--- config.mk ---
export PLATFORM = sky130hd
export DESIGN_NAME = memory_map_line_parser_core
export DESIGN_NICKNAME = d
export VERILOG_FILES = /design/src/hw/rtl/mmlp_pkg.sv /design/src/hw/rtl/memory_map_line_parser_core.sv
export VERILOG_INCLUDE_DIRS = /design/src /design/src/hw/rtl
export SDC_FILE = /design/constraint.sdc
export NUM_CORES = 2
export LEC_CHECK = 0
export BUFFER_PORTS_ARGS = -buffer_cell sky130_fd_sc_hd__buf_2
export CAP_MARGIN = 20
export CORE_UTILIZATION = 50
export DETAILED_ROUTE_END_ITERATION = 12
export GPL_TIMING_DRIVEN = 0
export PLACE_DENSITY = 0.79
export SETUP_SLACK_MARGIN = 0.5
export SLEW_MARGIN = 15
export SYNTH_ARGS = -nofsm -noshare
export SYNTH_HDL_FRONTEND = slang
export SYNTH_SLANG_ARGS = --single-unit
--- constraint.sdc ---
create_clock -name clk_i -period 23.7 [get_ports clk_i]
set_input_delay 4.74 -clock clk_i [delete_from_list [all_inputs] [get_ports clk_i]]
set_output_delay 4.74 -clock clk_i [all_outputs]
set_load 0.02 [all_outputs]
--- src/hw/rtl/memory_map_line_parser_core_macros.svh ---
// Assertion macros shared by the parser RTL.
`ifndef MEMORY_MAP_LINE_PARSER_CORE_MACROS_SVH
`define MEMORY_MAP_LINE_PARSER_CORE_MACROS_SVH

// Checked only while out of reset.
`define MMLP_ASSERT(name, prop, msg) \
  name: assert property (@(posedge clk_i) disable iff (!rst_ni) prop) else $error(msg);

// Checked at every rising clock edge, reset included.
`define MMLP_ASSERT_ALWAYS(name, prop, msg) \
  name: assert property (@(posedge clk_i) prop) else $error(msg);

`endif

--- src/hw/rtl/mmlp_pkg.sv ---
package mmlp_pkg;

  localparam int unsigned MAX_LINE_LEN = 4096;
  localparam int unsigned POS_W        = $clog2(MAX_LINE_LEN + 1);
  localparam int unsigned PATH_W       = 12;
  localparam int unsigned ACC_W        = 64;
  localparam int unsigned OUT_DATA_W   = 408;

  localparam logic [7:0] CH_SPACE = 8'h20;
  localparam logic [7:0] CH_TAB   = 8'h09;
  localparam logic [7:0] CH_DASH  = 8'h2D;
  localparam logic [7:0] CH_COLON = 8'h3A;
  localparam logic [7:0] CH_0     = 8'h30;
  localparam logic [7:0] CH_9     = 8'h39;
  localparam logic [7:0] CH_LA    = 8'h61;
  localparam logic [7:0] CH_LF    = 8'h66;
  localparam logic [7:0] CH_UA    = 8'h41;
  localparam logic [7:0] CH_UF    = 8'h46;
  localparam logic [7:0] CH_R     = 8'h72;
  localparam logic [7:0] CH_W     = 8'h77;
  localparam logic [7:0] CH_X     = 8'h78;
  localparam logic [7:0] CH_P     = 8'h70;
  localparam logic [7:0] CH_S     = 8'h73;

  localparam logic [2:0] PERM_LEN = 3'd4;

  typedef enum logic [3:0] {
    PH_BEGIN = 4'd0,
    PH_DASH  = 4'd1,
    PH_END   = 4'd2,
    PH_PERM  = 4'd3,
    PH_OFF   = 4'd4,
    PH_MAJ   = 4'd5,
    PH_COLON = 4'd6,
    PH_MIN   = 4'd7,
    PH_INO   = 4'd8,
    PH_GAP   = 4'd9,
    PH_PATH  = 4'd10
  } phase_e;

  typedef enum logic [2:0] {
    ST_OK    = 3'd0,
    ST_NUM   = 3'd1,
    ST_SEP   = 3'd2,
    ST_PERM  = 3'd3,
    ST_TRUNC = 3'd4
  } status_e;

  typedef struct packed {
    phase_e     phase;
    logic       digit_seen;
    logic [2:0] perm_count;
    logic [3:0] perm_bits;
    status_e    err;
    logic       path_hit;
    logic       retake;
    logic       hex_acc;
    logic       dec_acc;
  } step_t;

endpackage

--- src/hw/rtl/memory_map_line_parser_core.sv ---
// Memory-map line parser. The input stream carries one text byte per transfer
// in s_axis_tdata_i, with s_axis_tlast_i on the final byte of a line. For each
// line one result transfer leaves on the master side once the last byte has
// been taken; nothing is sent for the other bytes.
// A byte is parsed in the cycle it is accepted, so one byte is taken every
// cycle but for a held-off last byte; a line's result is valid in the cycle
// after its last byte. The next line may start in that cycle too.
// The result sits in a single output register. While it waits, further bytes
// of the next line are still taken; only a last byte is held off until the
// pending result has been transferred.
// Reset clears the parse state and the output valid; the first byte after
// reset starts a new line. Bytes at position 4096 and beyond are accepted but
// not parsed.
`include "memory_map_line_parser_core_macros.svh"

module memory_map_line_parser_core
  import mmlp_pkg::*;
(
  input  logic                  clk_i,
  input  logic                  rst_ni,
  input  logic                  s_axis_tvalid_i,
  output logic                  s_axis_tready_o,
  // line_char
  input  logic [7:0]            s_axis_tdata_i,
  input  logic                  s_axis_tlast_i,
  output logic                  m_axis_tvalid_o,
  input  logic                  m_axis_tready_i,
  // begin_addr, end_addr, file_offset, dev_major, dev_minor, inode_number,
  // can_read, can_write, can_exec, is_shared, path_start, status, zero pad
  output logic [OUT_DATA_W-1:0] m_axis_tdata_o
);

  phase_e             phase_q, phase_d;
  logic               ds_q, ds_d;
  logic [2:0]         pc_q, pc_d;
  logic [3:0]         pb_q, pb_d;
  status_e            err_q, err_d;
  logic [POS_W-1:0]   pos_q, pos_d;
  logic [PATH_W-1:0]  path_q, path_d;
  logic [ACC_W-1:0]   begin_q, begin_d, end_q, end_d, off_q, off_d;
  logic [ACC_W-1:0]   maj_q, maj_d, min_q, min_d, ino_q, ino_d;
  logic               out_valid_q;
  logic [OUT_DATA_W-1:0] out_data_q, out_data_d;

  logic               s_acc;
  logic               last_acc;
  logic               in_range;
  logic               run;
  step_t              cur, s1, s2, fin;
  logic [3:0]         hex_digit;
  logic [ACC_W-1:0]   hex_next;
  logic [ACC_W-1:0]   dec_next;
  logic [POS_W-1:0]   pos_new;
  logic [PATH_W-1:0]  path_fin;
  status_e            err_fin;

  function automatic logic is_hex(input logic [7:0] c);
    return (c >= CH_0 && c <= CH_9) || (c >= CH_LA && c <= CH_LF) ||
           (c >= CH_UA && c <= CH_UF);
  endfunction

  function automatic step_t take_char(input step_t st, input logic [7:0] c);
    step_t r;
    logic  sp;
    logic  dg;
    r          = st;
    r.path_hit = 1'b0;
    r.retake   = 1'b0;
    r.hex_acc  = 1'b0;
    r.dec_acc  = 1'b0;
    sp = (c == CH_SPACE) || (c == CH_TAB);
    dg = (c >= CH_0) && (c <= CH_9);
    unique case (st.phase)
      PH_BEGIN, PH_END, PH_OFF, PH_MAJ, PH_MIN: begin
        if (!(sp && !st.digit_seen)) begin
          if (is_hex(c)) begin
            r.hex_acc    = 1'b1;
            r.digit_seen = 1'b1;
          end else if (st.digit_seen) begin
            r.digit_seen = 1'b0;
            r.phase      = phase_e'(st.phase + 4'd1);
            r.retake     = 1'b1;
          end else begin
            r.err = ST_NUM;
          end
        end
      end
      PH_DASH, PH_COLON: begin
        if (!sp) begin
          if (c == ((st.phase == PH_DASH) ? CH_DASH : CH_COLON)) begin
            r.phase = phase_e'(st.phase + 4'd1);
          end else begin
            r.err = ST_SEP;
          end
        end
      end
      PH_PERM: begin
        if (sp) begin
          if (st.perm_count != 3'd0) begin
            if (st.perm_count < PERM_LEN) begin
              r.err = ST_PERM;
            end else begin
              r.phase = PH_OFF;
            end
          end
        end else if (st.perm_count < PERM_LEN) begin
          case (st.perm_count)
            3'd0: begin
              if (c == CH_R) r.perm_bits[0] = 1'b1;
              else if (c != CH_DASH) r.err = ST_PERM;
            end
            3'd1: begin
              if (c == CH_W) r.perm_bits[1] = 1'b1;
              else if (c != CH_DASH) r.err = ST_PERM;
            end
            3'd2: begin
              if (c == CH_X) r.perm_bits[2] = 1'b1;
              else if (c != CH_DASH) r.err = ST_PERM;
            end
            default: begin
              if (c == CH_S) r.perm_bits[3] = 1'b1;
              else if (c != CH_P) r.err = ST_PERM;
            end
          endcase
          r.perm_count = st.perm_count + 3'd1;
        end
      end
      PH_INO: begin
        if (!(sp && !st.digit_seen)) begin
          if (dg) begin
            r.dec_acc    = 1'b1;
            r.digit_seen = 1'b1;
          end else if (st.digit_seen) begin
            r.digit_seen = 1'b0;
            r.phase      = PH_GAP;
            r.retake     = 1'b1;
          end else begin
            r.err = ST_NUM;
          end
        end
      end
      PH_GAP: begin
        if (!sp) begin
          r.path_hit = 1'b1;
          r.phase    = PH_PATH;
        end
      end
      default: begin
      end
    endcase
    return r;
  endfunction

  assign s_axis_tready_o = !out_valid_q || m_axis_tready_i || !s_axis_tlast_i;
  assign s_acc           = s_axis_tvalid_i && s_axis_tready_o;
  assign last_acc        = s_acc && s_axis_tlast_i;
  assign m_axis_tvalid_o = out_valid_q;
  assign m_axis_tdata_o  = out_data_q;

  always_comb begin
    in_range = pos_q < POS_W'(MAX_LINE_LEN);
    run      = in_range && (err_q == ST_OK);

    cur = '{phase: phase_q, digit_seen: ds_q, perm_count: pc_q, perm_bits: pb_q,
            err: err_q, path_hit: 1'b0, retake: 1'b0, hex_acc: 1'b0, dec_acc: 1'b0};
    s1  = take_char(cur, s_axis_tdata_i);
    s2  = s1.retake ? take_char(s1, s_axis_tdata_i) : s1;
    fin = run ? s2 : cur;

    if (s_axis_tdata_i <= CH_9) begin
      hex_digit = s_axis_tdata_i[3:0];
    end else begin
      hex_digit = s_axis_tdata_i[3:0] + 4'd9;
    end
    case (phase_q)
      PH_BEGIN: hex_next = {begin_q[ACC_W-5:0], hex_digit};
      PH_END:   hex_next = {end_q[ACC_W-5:0], hex_digit};
      PH_OFF:   hex_next = {off_q[ACC_W-5:0], hex_digit};
      PH_MAJ:   hex_next = {maj_q[ACC_W-5:0], hex_digit};
      default:  hex_next = {min_q[ACC_W-5:0], hex_digit};
    endcase
    dec_next = {ino_q[ACC_W-4:0], 3'b000} + {ino_q[ACC_W-2:0], 1'b0} +
               ACC_W'(s_axis_tdata_i[3:0]);

    begin_d = begin_q;
    end_d   = end_q;
    off_d   = off_q;
    maj_d   = maj_q;
    min_d   = min_q;
    ino_d   = ino_q;
    if (run && s1.hex_acc) begin
      case (phase_q)
        PH_BEGIN: begin_d = hex_next;
        PH_END:   end_d   = hex_next;
        PH_OFF:   off_d   = hex_next;
        PH_MAJ:   maj_d   = hex_next;
        default:  min_d   = hex_next;
      endcase
    end
    if (run && s1.dec_acc) begin
      ino_d = dec_next;
    end

    path_d  = (run && s2.path_hit) ? pos_q[PATH_W-1:0] : path_q;
    pos_new = in_range ? pos_q + POS_W'(1) : pos_q;

    err_fin  = fin.err;
    path_fin = path_d;
    if (fin.err == ST_OK) begin
      if (fin.phase == PH_PATH) begin
        path_fin = path_d;
      end else if (fin.phase == PH_GAP || (fin.phase == PH_INO && fin.digit_seen)) begin
        path_fin = pos_new[PATH_W-1:0];
      end else begin
        err_fin = ST_TRUNC;
      end
    end

    out_data_d = {5'd0, err_fin, path_fin, fin.perm_bits[3], fin.perm_bits[2],
                  fin.perm_bits[1], fin.perm_bits[0], ino_d, min_d, maj_d, off_d,
                  end_d, begin_d};

    phase_d = fin.phase;
    ds_d    = fin.digit_seen;
    pc_d    = fin.perm_count;
    pb_d    = fin.perm_bits;
    err_d   = fin.err;
    pos_d   = pos_new;
    if (s_axis_tlast_i) begin
      phase_d = PH_BEGIN;
      ds_d    = 1'b0;
      pc_d    = 3'd0;
      pb_d    = 4'd0;
      err_d   = ST_OK;
      pos_d   = '0;
      path_d  = '0;
      begin_d = '0;
      end_d   = '0;
      off_d   = '0;
      maj_d   = '0;
      min_d   = '0;
      ino_d   = '0;
    end
  end

  always_ff @(posedge clk_i or negedge rst_ni) begin
    if (!rst_ni) begin
      phase_q     <= PH_BEGIN;
      ds_q        <= 1'b0;
      pc_q        <= 3'd0;
      pb_q        <= 4'd0;
      err_q       <= ST_OK;
      pos_q       <= '0;
      path_q      <= '0;
      begin_q     <= '0;
      end_q       <= '0;
      off_q       <= '0;
      maj_q       <= '0;
      min_q       <= '0;
      ino_q       <= '0;
      out_valid_q <= 1'b0;
    end else begin
      if (s_acc) begin
        phase_q <= phase_d;
        ds_q    <= ds_d;
        pc_q    <= pc_d;
        pb_q    <= pb_d;
        err_q   <= err_d;
        pos_q   <= pos_d;
        path_q  <= path_d;
        begin_q <= begin_d;
        end_q   <= end_d;
        off_q   <= off_d;
        maj_q   <= maj_d;
        min_q   <= min_d;
        ino_q   <= ino_d;
      end
      if (s_acc && s_axis_tlast_i) begin
        out_valid_q <= 1'b1;
      end else if (m_axis_tready_i) begin
        out_valid_q <= 1'b0;
      end
    end
  end

  always_ff @(posedge clk_i) begin
    if (s_acc && s_axis_tlast_i) begin
      out_data_q <= out_data_d;
    end
  end

  `MMLP_ASSERT(a_result_from_last, $rose(m_axis_tvalid_o) |-> $past(last_acc), "no last byte")
  `MMLP_ASSERT(a_line_restart, last_acc |=> phase_q == PH_BEGIN && pos_q == '0, "state kept")
  `MMLP_ASSERT(a_no_overwrite, out_valid_q && !m_axis_tready_i |-> !last_acc, "overwrite")
  `MMLP_ASSERT(a_perm_count, pc_q <= PERM_LEN, "perm count beyond four")
  `MMLP_ASSERT(a_pos_bound, pos_q <= POS_W'(MAX_LINE_LEN), "position beyond line limit")
  `MMLP_ASSERT_ALWAYS(a_reset_idle, !rst_ni |=> !m_axis_tvalid_o, "valid during reset")

endmodule
---- Word-level counts from Yosys, hierarchy flattened ----
Cells that the tools add are included.
word-level totals
  word-level logic and storage cells ...... 263
  bits in registers ....................... 828
  input port bits ......................... 13
cells by class
  $add $sub $neg .......................... 8
  eq/ne operators ......................... 35
  reductions and logical operators ........ 42
  magnitude comparators ................... 9
  multiplexer cells ....................... 153
operators with widths
  cell                                                                                  number
  64-bit 2-to-1 mux                                                                     17
  64-bit one-hot mux with 4 select lines                                                1
  3-bit 2-to-1 mux                                                                      37
  4-bit 2-to-1 mux                                                                      19
  64-bit by 4-bit adder with 64-bit output                                              1
  64-bit adder                                                                          1
  12-bit 2-to-1 mux                                                                     5
  5-bit 2-to-1 mux                                                                      10
  1-bit 2-to-1 mux                                                                      42
  4-bit one-hot mux with 5 select lines                                                 2
  19-bit 2-to-1 mux                                                                     2
  4-bit by 3-bit == test with 1-bit output (second input constant)                      8
  8-bit by 7-bit == test with 1-bit output (second input constant)                      4
  4-bit == test (second input constant)                                                 7
  7-bit 2-to-1 mux                                                                      4
  13-bit 2-to-1 mux                                                                     2
  3-bit one-hot mux with 4 select lines                                                 2
  10-bit 2-to-1 mux                                                                     2
  3-bit one-hot mux with 3 select lines                                                 2
  4-bit by 2-bit == test with 1-bit output (second input constant)                      4
  8-bit by 6-bit == test with 1-bit output                                              2
  8-bit by 7-bit greater-or-equal comparator with 1-bit output (second input constant)  2
  8-bit by 7-bit <= comparator with 1-bit output (second input constant)                2
  13-bit by 1-bit adder with 13-bit output (second input constant)                      1
  28 further kinds                                                                      68

---- Depth between registers and ports, before layout ----
  depth in word-level cells ............... 21
  gate-level depth with buffers ........... 24
  mapped depth without buffers ............ 21

---- Worst setup path after synthesis ----
No wires, ideal clock.
  kind .................................... input-to-reg
  from .................................... input s_axis_tlast_i
  to ...................................... register out_data_q[0], in the netlist m_axis_tdata_o[0], enable pin
  required time ........................... 22.945 ns
  arrival ................................. 13.627 ns
  path slack .............................. 9.318 ns
  buffers on the path ..................... 2
  cell stages on the path ................. 7
  cells stage by stage .................... clkbuf_1 inv_1 or3_1 and2_1 clkbuf_1 nand2_1 inv_1
on the way
  word-level cells in the longest chain between the ends .. 4
RTL lines
  item                  RTL line                            text
  from (decl)           memory_map_line_parser_core.sv:25   input logic s_axis_tlast_i,
  1-bit zero test       memory_map_line_parser_core.sv:154  assign s_axis_tready_o = !out_valid_q || m_axis_tready_i || !s_axis_tlast_i;
  1-bit logical OR      memory_map_line_parser_core.sv:154
  via s_axis_tready_o   memory_map_line_parser_core.sv:22   output logic s_axis_tready_o,
  1-bit logical AND     memory_map_line_parser_core.sv:155  assign s_acc = s_axis_tvalid_i && s_axis_tready_o;
  1-bit logical AND     memory_map_line_parser_core.sv:287  if (s_acc && s_axis_tlast_i) begin
  to (signal assigned)  memory_map_line_parser_core.sv:288  out_data_q <= out_data_d;
  to (decl)             memory_map_line_parser_core.sv:43   logic [OUT_DATA_W-1:0] out_data_q, out_data_d;
The timed path passes the listed nets, and every way through them passes these cells.
A chain may end at the register's enable or synchronous reset.

---- Worst setup path in the final report ----
  from .................................... input s_axis_tlast_i
  to ...................................... output s_axis_tready_o
on the way
  word-level cells in the longest chain between the ends .. 2
RTL lines
  item              RTL line
  1-bit zero test   memory_map_line_parser_core.sv:154
  1-bit logical OR  memory_map_line_parser_core.sv:154
  to (decl)         memory_map_line_parser_core.sv:22
No other way between the ends.

==> impl_metrics.csv <==
group,metric,value,unit
clock_network,cts_buffer_depth,3,
worst_setup_path,worstPathRequired,18.96,ns
sta,min_period_over_period,45.3,%
synthesis,synthArstFlopShare,51.3,%
worst_hold_path,hold_class,"reg -> reg",
placed_design,gp_congestion,0.947,
synthesis,netlist_area,39500,µm²
die,dieWidth,283,µm
route,drt_iter0_drc,3843,
synthesis,synth-edff-count,403,
global_route,grt_max_degree,114,
die,fp.coreArea,77800,µm²
die,ios,423,
synthesis,syn_avg_cell_area,11.5,µm²
final_layout,area_growth,16.7,%
placed_design,dpl.hpwl,90400,µm
clock_network,root_buffer,"clkbuf_16",
clock_network,postCtsHoldBufs,0,
clock_network,cts_tree,"done",
route,ant_nets,0,
worst_setup_path,critPathArrivalTime,6.01,ns
synthesis,ys_ff_latch,828,
sta,final.min_clock_period,10.75,ns
global_route,antenna_found_initial,10,
final_layout,final_cell_area,46100,µm²
route,postRouteWirelength,127000,µm
synthesis,yosys.cell_types.count,94,
global_route,use_met2,46.3,%
route,drcViolationCount,0,
placed_design,placed_area,43100,µm²
run_status,status,"completed",
die,die_h,283,µm
sta,skew,0.0495,ns
global_route,met1_usage,41.5,%
sta,report.final.slew_viol_count,0,
sta,rsz0062_at_grt,"false",
sta,max_freq,93.0,MHz
sta,slew_headroom,16.2,%
die,die-area,80100,µm²
synthesis,synth_cells,3445,
final_layout,layout_common_cells,"497 x nand2_1, 425 x dfrtp_1, 418 x buf_2",
worst_setup_path,critical_path_class,"in -> out",
worst_setup_path,end_kind,"output port",
placed_design,io_buffers,414,
clock_network,postCtsSetupRepairBufs,0,
final_layout,fillers,6378,
sta,setup_viol,0,
power,power.leakage,20.1,nW
clock_network,clock_latency,0.66,ns
clock_network,cts_buffers,86,
clock_network,cts_htree_levels,3,
route,vias,32200,
final_layout,final_layout_size_suffix_gt1_share,16.9,%
global_route,first_global_vias,31000,
route,avgViaCountPerCell,6.35,
route,firstDrtPassIters,6,
final_layout,num-nets-final,4120,
final_layout,mostFrequentLayoutCell,"nand2_1",
synthesis,synth_sequential_area_ratio,57.6,%
power,peakVddDrop,0.0599,mV
sta,tightest_slew,1.26,ns
global_route,grt.busiest_layer,"met2",
clock_network,clk_pin_slew,0.06,ns
power,powerDensity,73.7,nW/µm²
clock_network,clock-sinks,828,
global_route,track_usage,30.9,%
sta,hold_violations,0,
die,initial_core_util,50.7,%
worst_setup_path,path_max_fanout,10,
route,wl_per_cell,24.9,µm
global_route,grt_pass1_wl,191000,µm
synthesis,yosysWarningCount,0,
global_route,overflow,0,
worst_setup_path,startpoint_type,"input port",
sta,setup_tns,0,ns
die,rows,102,
job,cap_viol_max_count,0,
global_route,grtUsageMet3,7.82,%
clock_network,post_cts_resize_count,0,
synthesis,synth_top_flop_cell,"dfrtp_1",
-- cell families (layout without fill, tap and decap cells) --
kind of cell	Yosys count	in the layout	share of synthesized area [%]
compound gates	1249	1249	22.2
mux	84	84	2.37
flops	828	828	57.6
simple gates	773	773	8.81
fa+ha+maj	148	148	4.73
buf+inv	301	885	2.98
other cells	1	10	0.00950
xor+xnor	61	61	1.35
-- cells in the mapped netlist (6+ instances only) --
master    count  area (µm²)
o31ai_1      15         113
nand4_1      18         113
o22ai_1       8        50.1
xnor2_1      38         333
and2_1       10        62.6
and3_1       27         169
o21bai_1     18         135
nor2b_1      12        75.1
mux2i_1       9        90.1
o21ai_0     358        1790
a21boi_0      6        45.0
xor2_1       23         201
mux2_2       75         845
a211oi_1     11        82.6
nor3b_1       6        45.0
o21a_1        6        45.0
a21oi_1     143         716
o211ai_1     10        75.1
a221o_1      11         110
or3_1        15        93.8
nor2_1       62         233
a21o_1       69         518
a31oi_1      12        75.1
dfrtp_1     425       10600
nand2b_1      6        37.5
clkbuf_1    239         897
a22oi_1     124         931
inv_1        44         165
nand3_1      33         165
a22o_1      394        3450
edfxtp_1    403       12100
nand2_1     497        1870
nor4_1       11        68.8
ha_1        146        1830
nor3_1       36         180
-- per-layer routing --
layer | vias up | wire length, µm
met4 | 10 | 6980
met1 | 15800 | 50300
met2 | 1927 | 56300
li1 | 14100 | -
met5 | - | 60
met3 | 386 | 13100
-- where the power goes --
group          total [W]  internal, W  switching [W]
Sequential       0.00156      0.00154      0.0000199
Combinational   0.000421     0.000111       0.000310
Clock            0.00141     0.000810       0.000602
Total            0.00340      0.00246       0.000932
-- through the flow --
stage / utilization, % / power [W] / hold WS, ns / setup slack [ns] / std cells
detailed placement: 55.4 / 0.00200 / 0.482 / 12.98 / 4911
global route: 59.2 / 0.00350 / 0.522 / 12.94 / 5078
global placement: 55.1 / 0.00201 / 0.468 / 5.68 / 4903
finish: 59.2 / 0.00340 / 0.500 / 12.95 / 5078
floorplan: - / 0.00186 / 0.450 / 9.32 / 3449
CTS: 59.2 / 0.00340 / 0.503 / 12.98 / 5073
-- cell type report --
| class | instances | area [µm²] | share of cell area, % |
|---|---|---|---|
| Sequential cell | 828 | 22700 | 49.3 |
| Antenna cell | 5 | 12.5 | 0.0272 |
| Tap cell | 1040 | 1300 | 2.82 |
| Multi-Input combinational cell | 2320 | 15600 | 33.8 |
| Clock buffer | 116 | 2360 | 5.12 |
| Timing Repair Buffer | 422 | 2290 | 4.97 |
| Clock inverter | 46 | 602 | 1.31 |
| Inverter | 44 | 173 | 0.375 |
| Buffer | 257 | 1010 | 2.20 |
-- flip-flops by register name (all words and copies together) (netlist names) --
| register | count |
|---|---|
| m_axis_tdata_o | 403 |
| begin_q | 64 |
| end_q | 64 |
| ino_q | 64 |
| maj_q | 64 |
| min_q | 64 |
| off_q | 64 |
| pos_q | 13 |
| path_q | 12 |
| pb_q | 4 |
| phase_q | 4 |
| err_q | 3 |
| pc_q | 3 |
| ds_q | 1 |
| m_axis_tvalid_o | 1 |
-- critical path: stages --
cell and delay [ns]:
clkbuf_1 0.46, inv_1 0.18, or3_1 0.45, buf_2 0.18
-- path summary, 6_finish.rpt --
path,start,endpoint,slack [ns],cells after the start
worst min-delay path,path_q[10],path_q[10],0.50,1
min in group asynchronous,rst_ni,path_q[6],4.09,1
worst max register to register,phase_q[1],m_axis_tdata_o[392],17.10,20
max in group asynchronous,rst_ni,begin_q[46],17.83,4
worst max-delay path,s_axis_tlast_i,s_axis_tready_o,12.95,4
worst min register to register,path_q[10],path_q[10],0.50,1
Note: power is estimated with default switching activity, not from simulation.
